### src/fpa_pkg.sv
`timescale 1ns / 1ps
// ---------------------------------------------------------------------------
// Free page extent allocator package
// Sizes, result codes, controller states and the command/status structs.
// ---------------------------------------------------------------------------
package fpa_pkg;

    localparam int MAX_EXTENTS      = 64;
    localparam int PAGE_NUMBER_BITS = 20;
    localparam int END_BITS         = PAGE_NUMBER_BITS + 1;
    localparam int IDX_W            = $clog2(MAX_EXTENTS);
    localparam int CNT_W            = $clog2(MAX_EXTENTS + 1);
    localparam int ENTRY_W          = PAGE_NUMBER_BITS + END_BITS;

    localparam logic [1:0] STATUS_OK      = 2'd0;
    localparam logic [1:0] STATUS_NO_FREE = 2'd1;
    localparam logic [1:0] STATUS_FULL    = 2'd2;

    localparam logic OP_ALLOC = 1'b0;
    localparam logic OP_FREE  = 1'b1;

    typedef struct packed {
        logic [PAGE_NUMBER_BITS-1:0] b;
        logic [END_BITS-1:0]         e;
    } t_entry;

    typedef enum logic [2:0] {
        S_IDLE,
        S_START,
        S_EVAL,
        S_MOVE_RD,
        S_MOVE_WR,
        S_PLACE,
        S_DONE
    } t_state;

    typedef enum logic [2:0] {
        WR_NONE,
        WR_CUR_INC,
        WR_CUR_BEGIN,
        WR_PREV_END,
        WR_CUR_END,
        WR_MOVE,
        WR_NEW
    } t_wr_sel;

    typedef enum logic [1:0] {
        POS_ZERO,
        POS_IDX,
        POS_IDX1
    } t_pos_sel;

    typedef struct packed {
        logic       load;
        logic       fetch_first;
        logic       fetch_next;
        logic       set_grant;
        logic       set_status;
        logic [1:0] status_code;
        logic       set_pos;
        t_pos_sel   pos_sel;
        logic       start_up;
        logic       start_down;
        logic       move_rd;
        logic       step_k;
        t_wr_sel    wr_sel;
        logic       cnt_inc;
        logic       cnt_dec;
    } t_cmd;

    typedef struct packed {
        logic alloc;
        logic cnt_zero;
        logic cnt_full;
        logic idx_zero;
        logic idx_last;
        logic below_first;
        logic below_adj;
        logic empties;
        logic gap_hit;
        logic prev_end_eq;
        logic cur_right_adj;
        logic cur_end_eq;
        logic move_done;
        logic dir_up;
    } t_flags;

endpackage

### src/fpa_if.sv
`timescale 1ns / 1ps
// ---------------------------------------------------------------------------
// Free page extent allocator channels
// Request and response valid/ready channels.
// ---------------------------------------------------------------------------
interface fpa_req_if;
    logic                                 valid;
    logic                                 ready;
    logic                                 operation;
    logic [fpa_pkg::PAGE_NUMBER_BITS-1:0] page_number;

    modport source (output valid, output operation, output page_number, input ready);
    modport sink   (input valid, input operation, input page_number, output ready);
endinterface

interface fpa_rsp_if;
    logic                                 valid;
    logic                                 ready;
    logic [fpa_pkg::PAGE_NUMBER_BITS-1:0] granted_page;
    logic [1:0]                           status;
    logic [fpa_pkg::CNT_W-1:0]            extents_in_use;

    modport source (output valid, output granted_page, output status, output extents_in_use,
                    input ready);
    modport sink   (input valid, input granted_page, input status, input extents_in_use,
                    output ready);
endinterface

### src/fpa_ram.sv
`timescale 1ns / 1ps
// ---------------------------------------------------------------------------
// Generic RAM
// One write port, one read port, registered read data.
// ---------------------------------------------------------------------------
module fpa_ram #(
    parameter int WIDTH = 8,
    parameter int DEPTH = 16
) (
    input  logic                     i_clk,
    input  logic                     i_wr_en,
    input  logic [$clog2(DEPTH)-1:0] i_wr_addr,
    input  logic [WIDTH-1:0]         i_wr_data,
    input  logic                     i_rd_en,
    input  logic [$clog2(DEPTH)-1:0] i_rd_addr,
    output logic [WIDTH-1:0]         o_rd_data
);
    logic [WIDTH-1:0] r_mem [DEPTH];

    always_ff @(posedge i_clk) begin
        if (i_wr_en) begin
            r_mem[i_wr_addr] <= i_wr_data;
        end
        if (i_rd_en) begin
            o_rd_data <= r_mem[i_rd_addr];
        end
    end
endmodule

### src/fpa_datapath.sv
`timescale 1ns / 1ps
// ---------------------------------------------------------------------------
// Free page extent allocator datapath
// Extent table, scan index, shift pointer, count and result registers.
// ---------------------------------------------------------------------------
module fpa_datapath (
    input  logic                                 i_clk,
    input  logic                                 i_rst_n,
    input  fpa_pkg::t_cmd                        i_cmd,
    input  logic                                 i_operation,
    input  logic [fpa_pkg::PAGE_NUMBER_BITS-1:0] i_page_number,
    output fpa_pkg::t_flags                      o_flags,
    output logic [fpa_pkg::PAGE_NUMBER_BITS-1:0] o_granted_page,
    output logic [1:0]                           o_status,
    output logic [fpa_pkg::CNT_W-1:0]            o_extents_in_use
);
    logic                                 r_op;
    logic [fpa_pkg::PAGE_NUMBER_BITS-1:0] r_pg;
    logic [fpa_pkg::IDX_W-1:0]            r_idx;
    logic [fpa_pkg::IDX_W-1:0]            r_k;
    logic [fpa_pkg::IDX_W-1:0]            r_pos;
    logic                                 r_dir_up;
    logic [fpa_pkg::CNT_W-1:0]            r_count;
    fpa_pkg::t_entry                      r_prev;
    logic [fpa_pkg::PAGE_NUMBER_BITS-1:0] r_grant;
    logic [1:0]                           r_status;

    fpa_pkg::t_entry                      cur;
    logic [fpa_pkg::ENTRY_W-1:0]          rd_data;
    logic                                 rd_en;
    logic [fpa_pkg::IDX_W-1:0]            rd_addr;
    logic                                 wr_en;
    logic [fpa_pkg::IDX_W-1:0]            wr_addr;
    fpa_pkg::t_entry                      wr_data;
    logic [fpa_pkg::END_BITS-1:0]         pg_ext;
    logic [fpa_pkg::END_BITS-1:0]         pg_next;
    logic [fpa_pkg::END_BITS-1:0]         cur_b_ext;
    logic [fpa_pkg::IDX_W-1:0]            pos_val;

    assign cur       = fpa_pkg::t_entry'(rd_data);
    assign pg_ext    = {1'b0, r_pg};
    assign pg_next   = pg_ext + fpa_pkg::END_BITS'(1);
    assign cur_b_ext = {1'b0, cur.b};

    // read port: scan fetch or shift source
    always_comb begin
        rd_en   = i_cmd.fetch_first | i_cmd.fetch_next | i_cmd.move_rd;
        rd_addr = '0;
        if (i_cmd.fetch_next) begin
            rd_addr = r_idx + fpa_pkg::IDX_W'(1);
        end else if (i_cmd.move_rd) begin
            rd_addr = r_dir_up ? (r_k - fpa_pkg::IDX_W'(1)) : (r_k + fpa_pkg::IDX_W'(1));
        end
    end

    always_comb begin
        wr_en   = 1'b1;
        wr_addr = r_idx;
        wr_data = cur;
        case (i_cmd.wr_sel)
            fpa_pkg::WR_CUR_INC: begin
                wr_data.b = cur.b + fpa_pkg::PAGE_NUMBER_BITS'(1);
            end
            fpa_pkg::WR_CUR_BEGIN: begin
                wr_data.b = r_pg;
            end
            fpa_pkg::WR_PREV_END: begin
                wr_addr   = r_idx - fpa_pkg::IDX_W'(1);
                wr_data.b = r_prev.b;
                wr_data.e = pg_next;
            end
            fpa_pkg::WR_CUR_END: begin
                wr_data.e = pg_next;
            end
            fpa_pkg::WR_MOVE: begin
                wr_addr = r_k;
            end
            fpa_pkg::WR_NEW: begin
                wr_addr   = r_pos;
                wr_data.b = r_pg;
                wr_data.e = pg_next;
            end
            default: begin
                wr_en = 1'b0;
            end
        endcase
    end

    fpa_ram #(
        .WIDTH(fpa_pkg::ENTRY_W),
        .DEPTH(fpa_pkg::MAX_EXTENTS)
    ) u_table (
        .i_clk    (i_clk),
        .i_wr_en  (wr_en),
        .i_wr_addr(wr_addr),
        .i_wr_data(wr_data),
        .i_rd_en  (rd_en),
        .i_rd_addr(rd_addr),
        .o_rd_data(rd_data)
    );

    always_comb begin
        case (i_cmd.pos_sel)
            fpa_pkg::POS_IDX:  pos_val = r_idx;
            fpa_pkg::POS_IDX1: pos_val = r_idx + fpa_pkg::IDX_W'(1);
            default:           pos_val = '0;
        endcase
    end

    always_ff @(posedge i_clk) begin
        if (!i_rst_n) begin
            r_count <= '0;
        end else if (i_cmd.cnt_inc) begin
            r_count <= r_count + fpa_pkg::CNT_W'(1);
        end else if (i_cmd.cnt_dec) begin
            r_count <= r_count - fpa_pkg::CNT_W'(1);
        end
    end

    always_ff @(posedge i_clk) begin
        if (i_cmd.load) begin
            r_op     <= i_operation;
            r_pg     <= i_page_number;
            r_grant  <= '0;
            r_status <= fpa_pkg::STATUS_OK;
        end
        if (i_cmd.fetch_first) begin
            r_idx <= '0;
        end else if (i_cmd.fetch_next) begin
            r_idx  <= r_idx + fpa_pkg::IDX_W'(1);
            r_prev <= cur;
        end
        if (i_cmd.set_grant) begin
            r_grant <= cur.b;
        end
        if (i_cmd.set_status) begin
            r_status <= i_cmd.status_code;
        end
        if (i_cmd.set_pos) begin
            r_pos <= pos_val;
        end
        if (i_cmd.start_up) begin
            r_k      <= r_count[fpa_pkg::IDX_W-1:0];
            r_dir_up <= 1'b1;
        end else if (i_cmd.start_down) begin
            r_k      <= '0;
            r_dir_up <= 1'b0;
        end else if (i_cmd.step_k) begin
            r_k <= r_dir_up ? (r_k - fpa_pkg::IDX_W'(1)) : (r_k + fpa_pkg::IDX_W'(1));
        end
    end

    always_comb begin
        o_flags.alloc         = (r_op == fpa_pkg::OP_ALLOC);
        o_flags.cnt_zero      = (r_count == '0);
        o_flags.cnt_full      = (r_count >= fpa_pkg::CNT_W'(fpa_pkg::MAX_EXTENTS));
        o_flags.idx_zero      = (r_idx == '0);
        o_flags.idx_last      = ({1'b0, r_idx} + fpa_pkg::CNT_W'(1) == r_count);
        o_flags.below_first   = (r_pg < cur.b);
        o_flags.below_adj     = (cur.b - fpa_pkg::PAGE_NUMBER_BITS'(1) == r_pg);
        o_flags.empties       = (cur_b_ext + fpa_pkg::END_BITS'(1) >= cur.e);
        o_flags.gap_hit       = (r_prev.e <= pg_ext) && (r_pg < cur.b);
        o_flags.prev_end_eq   = (r_prev.e == pg_ext);
        o_flags.cur_right_adj = (cur.b != '0) &&
                                (cur.b - fpa_pkg::PAGE_NUMBER_BITS'(1) == r_pg);
        o_flags.cur_end_eq    = (cur.e == pg_ext);
        o_flags.move_done     = r_dir_up ? (r_k == r_pos)
                                         : ({1'b0, r_k} + fpa_pkg::CNT_W'(1) >= r_count);
        o_flags.dir_up        = r_dir_up;
    end

    assign o_granted_page   = r_grant;
    assign o_status         = r_status;
    assign o_extents_in_use = r_count;

    a_count_bound: assert property (@(posedge i_clk) disable iff (!i_rst_n)
        r_count <= fpa_pkg::CNT_W'(fpa_pkg::MAX_EXTENTS))
        else $error("extent count above table size");

    a_no_inc_full: assert property (@(posedge i_clk) disable iff (!i_rst_n)
        i_cmd.cnt_inc |-> !o_flags.cnt_full)
        else $error("insert into full table");

    a_no_dec_empty: assert property (@(posedge i_clk) disable iff (!i_rst_n)
        i_cmd.cnt_dec |-> !o_flags.cnt_zero)
        else $error("remove from empty table");
endmodule

### src/fpa_ctrl.sv
`timescale 1ns / 1ps
// ---------------------------------------------------------------------------
// Free page extent allocator controller
// Sequences scan, in-place update, table shifts and the response handshake.
// ---------------------------------------------------------------------------
module fpa_ctrl (
    input  logic            i_clk,
    input  logic            i_rst_n,
    input  logic            i_in_valid,
    output logic            o_in_ready,
    output logic            o_out_valid,
    input  logic            i_out_ready,
    input  fpa_pkg::t_flags i_flags,
    output fpa_pkg::t_cmd   o_cmd
);
    typedef enum logic [3:0] {
        ACT_GRANT_REMOVE,
        ACT_GRANT_INC,
        ACT_WR_CUR_BEGIN,
        ACT_WR_PREV_END,
        ACT_WR_CUR_END,
        ACT_INS_ZERO,
        ACT_INS_IDX,
        ACT_INS_NEXT,
        ACT_NEXT
    } t_act;

    fpa_pkg::t_state r_state;
    fpa_pkg::t_state n_state;
    t_act            act;
    logic            act_ins;

    // decision on the entry just read (and the one before it)
    always_comb begin
        if (i_flags.alloc) begin
            act = i_flags.empties ? ACT_GRANT_REMOVE : ACT_GRANT_INC;
        end else if (i_flags.idx_zero && i_flags.below_first) begin
            act = i_flags.below_adj ? ACT_WR_CUR_BEGIN : ACT_INS_ZERO;
        end else if (!i_flags.idx_zero && i_flags.gap_hit) begin
            if (i_flags.prev_end_eq) begin
                act = ACT_WR_PREV_END;
            end else if (i_flags.cur_right_adj) begin
                act = ACT_WR_CUR_BEGIN;
            end else begin
                act = ACT_INS_IDX;
            end
        end else if (i_flags.idx_last) begin
            act = i_flags.cur_end_eq ? ACT_WR_CUR_END : ACT_INS_NEXT;
        end else begin
            act = ACT_NEXT;
        end
    end

    assign act_ins = (act == ACT_INS_ZERO) || (act == ACT_INS_IDX) || (act == ACT_INS_NEXT);

    always_ff @(posedge i_clk) begin
        if (!i_rst_n) begin
            r_state <= fpa_pkg::S_IDLE;
        end else begin
            r_state <= n_state;
        end
    end

    always_comb begin
        n_state = r_state;
        case (r_state)
            fpa_pkg::S_IDLE: begin
                if (i_in_valid) n_state = fpa_pkg::S_START;
            end
            fpa_pkg::S_START: begin
                if (!i_flags.cnt_zero) begin
                    n_state = fpa_pkg::S_EVAL;
                end else if (i_flags.alloc) begin
                    n_state = fpa_pkg::S_DONE;
                end else begin
                    n_state = fpa_pkg::S_MOVE_RD;
                end
            end
            fpa_pkg::S_EVAL: begin
                if (act == ACT_NEXT) begin
                    n_state = fpa_pkg::S_EVAL;
                end else if (act == ACT_GRANT_REMOVE) begin
                    n_state = fpa_pkg::S_MOVE_RD;
                end else if (act_ins && !i_flags.cnt_full) begin
                    n_state = fpa_pkg::S_MOVE_RD;
                end else begin
                    n_state = fpa_pkg::S_DONE;
                end
            end
            fpa_pkg::S_MOVE_RD: begin
                if (!i_flags.move_done) begin
                    n_state = fpa_pkg::S_MOVE_WR;
                end else if (i_flags.dir_up) begin
                    n_state = fpa_pkg::S_PLACE;
                end else begin
                    n_state = fpa_pkg::S_DONE;
                end
            end
            fpa_pkg::S_MOVE_WR: n_state = fpa_pkg::S_MOVE_RD;
            fpa_pkg::S_PLACE:   n_state = fpa_pkg::S_DONE;
            fpa_pkg::S_DONE: begin
                if (i_out_ready) n_state = fpa_pkg::S_IDLE;
            end
            default: n_state = fpa_pkg::S_IDLE;
        endcase
    end

    always_comb begin
        o_cmd        = '0;
        o_cmd.wr_sel = fpa_pkg::WR_NONE;
        o_in_ready   = 1'b0;
        o_out_valid  = 1'b0;
        case (r_state)
            fpa_pkg::S_IDLE: begin
                o_in_ready = 1'b1;
                o_cmd.load = i_in_valid;
            end
            fpa_pkg::S_START: begin
                if (!i_flags.cnt_zero) begin
                    o_cmd.fetch_first = 1'b1;
                end else if (i_flags.alloc) begin
                    o_cmd.set_status  = 1'b1;
                    o_cmd.status_code = fpa_pkg::STATUS_NO_FREE;
                end else begin
                    o_cmd.set_pos  = 1'b1;
                    o_cmd.pos_sel  = fpa_pkg::POS_ZERO;
                    o_cmd.start_up = 1'b1;
                end
            end
            fpa_pkg::S_EVAL: begin
                case (act)
                    ACT_GRANT_REMOVE: begin
                        o_cmd.set_grant  = 1'b1;
                        o_cmd.start_down = 1'b1;
                    end
                    ACT_GRANT_INC: begin
                        o_cmd.set_grant = 1'b1;
                        o_cmd.wr_sel    = fpa_pkg::WR_CUR_INC;
                    end
                    ACT_WR_CUR_BEGIN: o_cmd.wr_sel = fpa_pkg::WR_CUR_BEGIN;
                    ACT_WR_PREV_END:  o_cmd.wr_sel = fpa_pkg::WR_PREV_END;
                    ACT_WR_CUR_END:   o_cmd.wr_sel = fpa_pkg::WR_CUR_END;
                    ACT_NEXT:         o_cmd.fetch_next = 1'b1;
                    default: begin
                        // insertion; a full table drops the page
                        if (i_flags.cnt_full) begin
                            o_cmd.set_status  = 1'b1;
                            o_cmd.status_code = fpa_pkg::STATUS_FULL;
                        end else begin
                            o_cmd.set_pos  = 1'b1;
                            o_cmd.start_up = 1'b1;
                            if (act == ACT_INS_IDX) begin
                                o_cmd.pos_sel = fpa_pkg::POS_IDX;
                            end else if (act == ACT_INS_NEXT) begin
                                o_cmd.pos_sel = fpa_pkg::POS_IDX1;
                            end else begin
                                o_cmd.pos_sel = fpa_pkg::POS_ZERO;
                            end
                        end
                    end
                endcase
            end
            fpa_pkg::S_MOVE_RD: begin
                if (!i_flags.move_done) begin
                    o_cmd.move_rd = 1'b1;
                end else if (!i_flags.dir_up) begin
                    o_cmd.cnt_dec = 1'b1;
                end
            end
            fpa_pkg::S_MOVE_WR: begin
                o_cmd.wr_sel = fpa_pkg::WR_MOVE;
                o_cmd.step_k = 1'b1;
            end
            fpa_pkg::S_PLACE: begin
                o_cmd.wr_sel  = fpa_pkg::WR_NEW;
                o_cmd.cnt_inc = 1'b1;
            end
            fpa_pkg::S_DONE: begin
                o_out_valid = 1'b1;
            end
            default: ;
        endcase
    end

    a_one_side: assert property (@(posedge i_clk) disable iff (!i_rst_n)
        !(o_in_ready && o_out_valid))
        else $error("accepting while a response is pending");

    a_done_after_place: assert property (@(posedge i_clk) disable iff (!i_rst_n)
        (r_state == fpa_pkg::S_PLACE) |=> o_out_valid)
        else $error("insert not followed by response");

    a_accept_start: assert property (@(posedge i_clk) disable iff (!i_rst_n)
        (o_in_ready && i_in_valid) |=> (r_state == fpa_pkg::S_START))
        else $error("accepted request not started");
endmodule

### src/free_page_extent_allocator.sv
`timescale 1ns / 1ps
// ---------------------------------------------------------------------------
// Free page extent allocator
// Ascending table of free page extents [begin,end) with allocate and free.
// ---------------------------------------------------------------------------
// One request at a time: a request is taken only when the previous response
// has been transferred. Allocate either updates the lowest extent in place or,
// when the lowest extent empties, shifts the table down. Free scans the table
// one entry per cycle and, when a new extent must be inserted, shifts the
// entries above it up, each one read and then written back through the
// registered-read extent RAM; the longest free is an insert at the front of a
// table holding MAX_EXTENTS-1 extents. No clearing pass after reset: the table
// is valid only below the extent count.
module free_page_extent_allocator (
    input  logic      i_clk,
    input  logic      i_rst_n,
    fpa_req_if.sink   i_req,
    fpa_rsp_if.source o_rsp
);
    fpa_pkg::t_cmd   cmd;
    fpa_pkg::t_flags flags;

    fpa_ctrl u_ctrl (
        .i_clk      (i_clk),
        .i_rst_n    (i_rst_n),
        .i_in_valid (i_req.valid),
        .o_in_ready (i_req.ready),
        .o_out_valid(o_rsp.valid),
        .i_out_ready(o_rsp.ready),
        .i_flags    (flags),
        .o_cmd      (cmd)
    );

    fpa_datapath u_datapath (
        .i_clk           (i_clk),
        .i_rst_n         (i_rst_n),
        .i_cmd           (cmd),
        .i_operation     (i_req.operation),
        .i_page_number   (i_req.page_number),
        .o_flags         (flags),
        .o_granted_page  (o_rsp.granted_page),
        .o_status        (o_rsp.status),
        .o_extents_in_use(o_rsp.extents_in_use)
    );
endmodule
### src/flat_wrapper.sv
// flat-port wrapper written by rule: the top's interface ports become plain ports
module free_page_extent_allocator_flat 
  (i_clk, i_rst_n, i_req_valid, i_req_operation, i_req_page_number, i_req_ready, o_rsp_valid, o_rsp_granted_page, o_rsp_status, o_rsp_extents_in_use, o_rsp_ready);
  fpa_req_if i_req_i ();
  fpa_rsp_if o_rsp_i ();
  input  logic i_clk;
  input  logic i_rst_n;
  input wire logic [$bits(i_req_i.valid)-1:0] i_req_valid;
  input wire logic [$bits(i_req_i.operation)-1:0] i_req_operation;
  input wire logic [$bits(i_req_i.page_number)-1:0] i_req_page_number;
  output wire logic [$bits(i_req_i.ready)-1:0] i_req_ready;
  output wire logic [$bits(o_rsp_i.valid)-1:0] o_rsp_valid;
  output wire logic [$bits(o_rsp_i.granted_page)-1:0] o_rsp_granted_page;
  output wire logic [$bits(o_rsp_i.status)-1:0] o_rsp_status;
  output wire logic [$bits(o_rsp_i.extents_in_use)-1:0] o_rsp_extents_in_use;
  input wire logic [$bits(o_rsp_i.ready)-1:0] o_rsp_ready;
  assign i_req_i.valid = i_req_valid;
  assign i_req_i.operation = i_req_operation;
  assign i_req_i.page_number = i_req_page_number;
  assign i_req_ready = i_req_i.ready;
  assign o_rsp_valid = o_rsp_i.valid;
  assign o_rsp_granted_page = o_rsp_i.granted_page;
  assign o_rsp_status = o_rsp_i.status;
  assign o_rsp_extents_in_use = o_rsp_i.extents_in_use;
  assign o_rsp_i.ready = o_rsp_ready;
  free_page_extent_allocator u_core (.i_clk(i_clk), .i_rst_n(i_rst_n), .i_req(i_req_i), .o_rsp(o_rsp_i));
endmodule
### config.mk
export PLATFORM = sky130hd
export DESIGN_NAME = free_page_extent_allocator_flat
export DESIGN_NICKNAME = d
export VERILOG_FILES = /design/src/fpa_pkg.sv /design/src/fpa_if.sv /design/src/fpa_ram.sv /design/src/fpa_datapath.sv /design/src/fpa_ctrl.sv /design/src/free_page_extent_allocator.sv /design/src/flat_wrapper.sv
export SDC_FILE = /design/constraint.sdc
export NUM_CORES = 2
export LEC_CHECK = 0
export BUFFER_PORTS_ARGS = -buffer_cell sky130_fd_sc_hd__buf_2
export CAP_MARGIN = 20
export CORE_MARGIN = 3
export CORE_UTILIZATION = 40
export DETAILED_ROUTE_END_ITERATION = 16
export HOLD_SLACK_MARGIN = 0.03
export SLEW_MARGIN = 20
export SYNTH_ARGS = -nofsm -noshare
export SYNTH_HDL_FRONTEND = slang
export SYNTH_HIERARCHICAL = 1
export SYNTH_SLANG_ARGS = --single-unit
### constraint.sdc
create_clock -name i_clk -period 26.8 [get_ports i_clk]
set_input_delay 4.02 -clock i_clk [delete_from_list [all_inputs] [get_ports i_clk]]
set_output_delay 4.02 -clock i_clk [all_outputs]
set_load 0.05 [all_outputs]
==> qor.yml <==
outcome: "complete, no violations"
numCtsBuffers: 286
crit_path_frequent_cell: "buf_4"
via_per_inst: 6.03
synth_edf_count: 2761
crit_chain: "inv_1 -> ha_1 -> a21o_1 -> a21o_1 -> a21oi_1 -> nand4b_1 -> a2bb2oi_1 -> mux2_2 -> nor3_1 -> buf_4 -> inv_1 -> nand2_1 -> o22ai_4 -> buf_12 -> buf_4 -> buf_4 -> buf_4 -> mux4_2 -> a22o_1 -> nor3_1 -> a311oi_2"
slowest_delay_ns: 1.05
synth.distinct_cells: 89
p_leak_nw: 38.1
antenna_found_initial: 16
die_w_um: 531
crit_path_top_delay_cell: "edfxtp_1"
end_kind: "flip-flop"
cp.required_ns: 27.31
finalNetCount: 5661
wl_um: 294000
place_worst_setup_slack_ns: 17.18
drt-initial-drc-count: 7229
post_cts_resized: 0
port_buffers: 55
reg2reg_depth: 21
worstSetupStartpoint: "u_core/u_datapath/u_table/o_rd_data[30]"
die_h_um: 531
fin_util: 0.456
r2r_slack_ns: 17.28
placed_cells_incl_taps: 8849
synthesis.nets: 5439
ios: 56
place_hpwl_um: 161000
core_um2: 274000
slew_viol_final: 0
firstDrtPassIters: 6
grt_pass1_vias: 56215
place_congestion: 0.870
arrival_ns: 10.03
layout_worst_path_cycle_share: 0.355
ys.flop_type: "edfxtp_1"
hold_viol: 0
synth_area_um2: 110000
grt_usage: 0.207
root_buffer: "clkbuf_16"
instances_no_fill: 9357
clock_path_buffers: 4
grt_max_degree: 106
tightest_slew_ns: 1.11
min_path_type: "flip-flop to flip-flop"
clk_pin_slew_ns: 0.06
grt_pass1_wl_um: 421000
hold_depth: 2
avgSynthCellArea_um2: 20.7
grt-ovfl-total: 0
cts_hold_buf: 0
mostFrequentLayoutCell: "edfxtp_1"
critical_path.startpoint_type: "flip-flop"
peakVddDrop_mv: 0.106
ys_seq_area_frac: 0.755
async_flop_share: 0
fillerInstances: 22755
p_per_area_nw_per_um2: 108
rr_startpoint: "u_core/u_datapath/u_table/o_rd_data[30]"
drive_above_1_share: 0.253
design_area_um2: 125000
ant_nets: 0
crit_fanout: 99
endpoint: "u_core/u_datapath/u_table/o_rd_data[39]"
tns_ns: 0
netlist_instances: 5326
cap_violations: 0
max_slew_margin: 0.259
mostFrequentLayoutCells: "edfxtp_1 (2761), mux4_2 (654), clkbuf_16 (292)"
area_delta_synth_final_pct: 13.3
synth_seq_cells: 2778
worstSetupPathType: "flip-flop to flip-flop"
rsz0062_at_grt: "no"
post-cts-setup-buffers: 0
setup_slack_ns: 17.28
drc: 0
worst_clock_skew_ns: 0.0572
vias: 56399
cts_tree: "yes"
yosysWarnings: 6
die_area_um2: 282000
clock_latency_ns: 0.86
ctsHtreeMaxLevel: 5
wl_per_cell_um: 31.4
timing.fmax_mhz: 105
rr_endpoint: "u_core/u_datapath/u_table/o_rd_data[39]"
min_period_ns: 9.52
place_area_um2: 116000
start_util: 0.402
final-setup-viol-count: 0
cts.sinks: 2778
rows: 192
kinds of logic after synthesis:
family	after synthesis	share of synthesized area
muxes	716	0.139
buffers and inverters	403	0.0181
adders and majority gates	89	0.0102
and+or+nand+nor	567	0.0262
AOI/OAI and AO/OA	659	0.0417
xor gates and xnor gates	114	0.00918
DFF	2778	0.755
worst min-delay path by stage:
stage	startpoint	endpoint	slack, ns
4_1_cts	u_core/u_datapath/o_extents_in_use[4]	u_core/u_datapath/o_extents_in_use[4]	0.56
3_5_place_dp	u_core/u_datapath/o_extents_in_use[4]	u_core/u_datapath/o_extents_in_use[4]	0.54
6_report	u_core/u_datapath/o_extents_in_use[4]	u_core/u_datapath/o_extents_in_use[4]	0.54
5_1_grt	u_core/u_datapath/o_extents_in_use[4]	u_core/u_datapath/o_extents_in_use[4]	0.57
3_3_place_gp	u_core/u_datapath/o_extents_in_use[3]	u_core/u_datapath/o_extents_in_use[3]	0.54
2_1_floorplan	u_core/u_datapath/u_table/o_rd_data[29]	u_core/u_datapath/r_prev[29]	0.42
critical path, delay by kind of cell (launching register included):
kind / cells / cell delay (ns)
muxes: 2 / 0.87
adders and majority gates: 1 / 0.41
and+or+nand+nor: 4 / 0.97
buffers and inverters: 7 / 3.76
DFF: 1 / 1.05
AOI/OAI and AO/OA: 7 / 1.91
registers in the layout (all words and copies together), names as in the netlist:
register and flops:
u_core/u_ctrl/r_state 3, u_core/u_datapath/o_extents_in_use 7, u_core/u_datapath/o_granted_page 20, u_core/u_datapath/o_status 2, u_core/u_datapath/r_dir_up 1, u_core/u_datapath/r_idx 6
u_core/u_datapath/r_k 6, u_core/u_datapath/r_op 1, u_core/u_datapath/r_pg 20, u_core/u_datapath/r_pos 6, u_core/u_datapath/r_prev 41, u_core/u_datapath/u_table/o_rd_data 41
u_core/u_datapath/u_table/r_mem 2624
where the power goes:
part | total (W) | leakage, nW | switching, W | internal (W)
combinational | 0.00352 | 8.78 | 0.00247 | 0.00105
clock | 0.00383 | 4.32 | 0.00165 | 0.00219
sequential | 0.00614 | 25.0 | 0.000172 | 0.00597
stage by stage:
step	total power, W	hold slack [ns]
3_5_place_dp	0.00976	0.539
3_3_place_gp	0.00966	0.536
4_1_cts	0.0136	0.557
2_1_floorplan	0.00830	0.421
5_1_grt	0.0140	0.569
6_report	0.0135	0.544
metal layers:
layer,wire [um],vias to the layer above,track usage
met4,6170,6,0.0481
met5,34,-,0
met3,26500,401,0.0374
met1,122000,30487,0.299
li1,-,22813,-
met2,139000,2692,0.327
synthesized netlist by cell type (30+ instances only):
library cell / number / share of area
a21o_1: 30 / 0.0020
a21oi_1: 156 / 0.0071
a221oi_1: 77 / 0.0061
a22o_1: 80 / 0.0064
a22oi_1: 47 / 0.0032
buf_2: 82 / 0.0037
buf_4: 50 / 0.0034
clkbuf_1: 136 / 0.0046
edfxtp_1: 2761 / 0.75
ha_1: 86 / 0.0098
inv_1: 87 / 0.0030
mux2i_1: 55 / 0.0050
mux4_2: 654 / 0.13
nand2_1: 77 / 0.0026
nand3_1: 44 / 0.0020
nand4_1: 30 / 0.0017
nor2_1: 203 / 0.0069
nor3_1: 47 / 0.0021
o21ai_0: 54 / 0.0025
o22ai_1: 107 / 0.0061
xnor2_1: 75 / 0.0060
xor2_1: 38 / 0.0030
area by class of cell:
type | count | area (um2) | area share
Antenna cell | 7 | 17.5 | 0.000140
Multi-Input combinational cell | 2145 | 26100 | 0.209
Tap cell | 3589 | 4490 | 0.0360
Clock buffer | 351 | 7530 | 0.0603
Sequential cell | 2778 | 83200 | 0.667
Clock inverter | 150 | 1330 | 0.0107
Inverter | 89 | 334 | 0.00268
Timing Repair Buffer | 248 | 1800 | 0.0144
(Power assumes the default switching activity.)
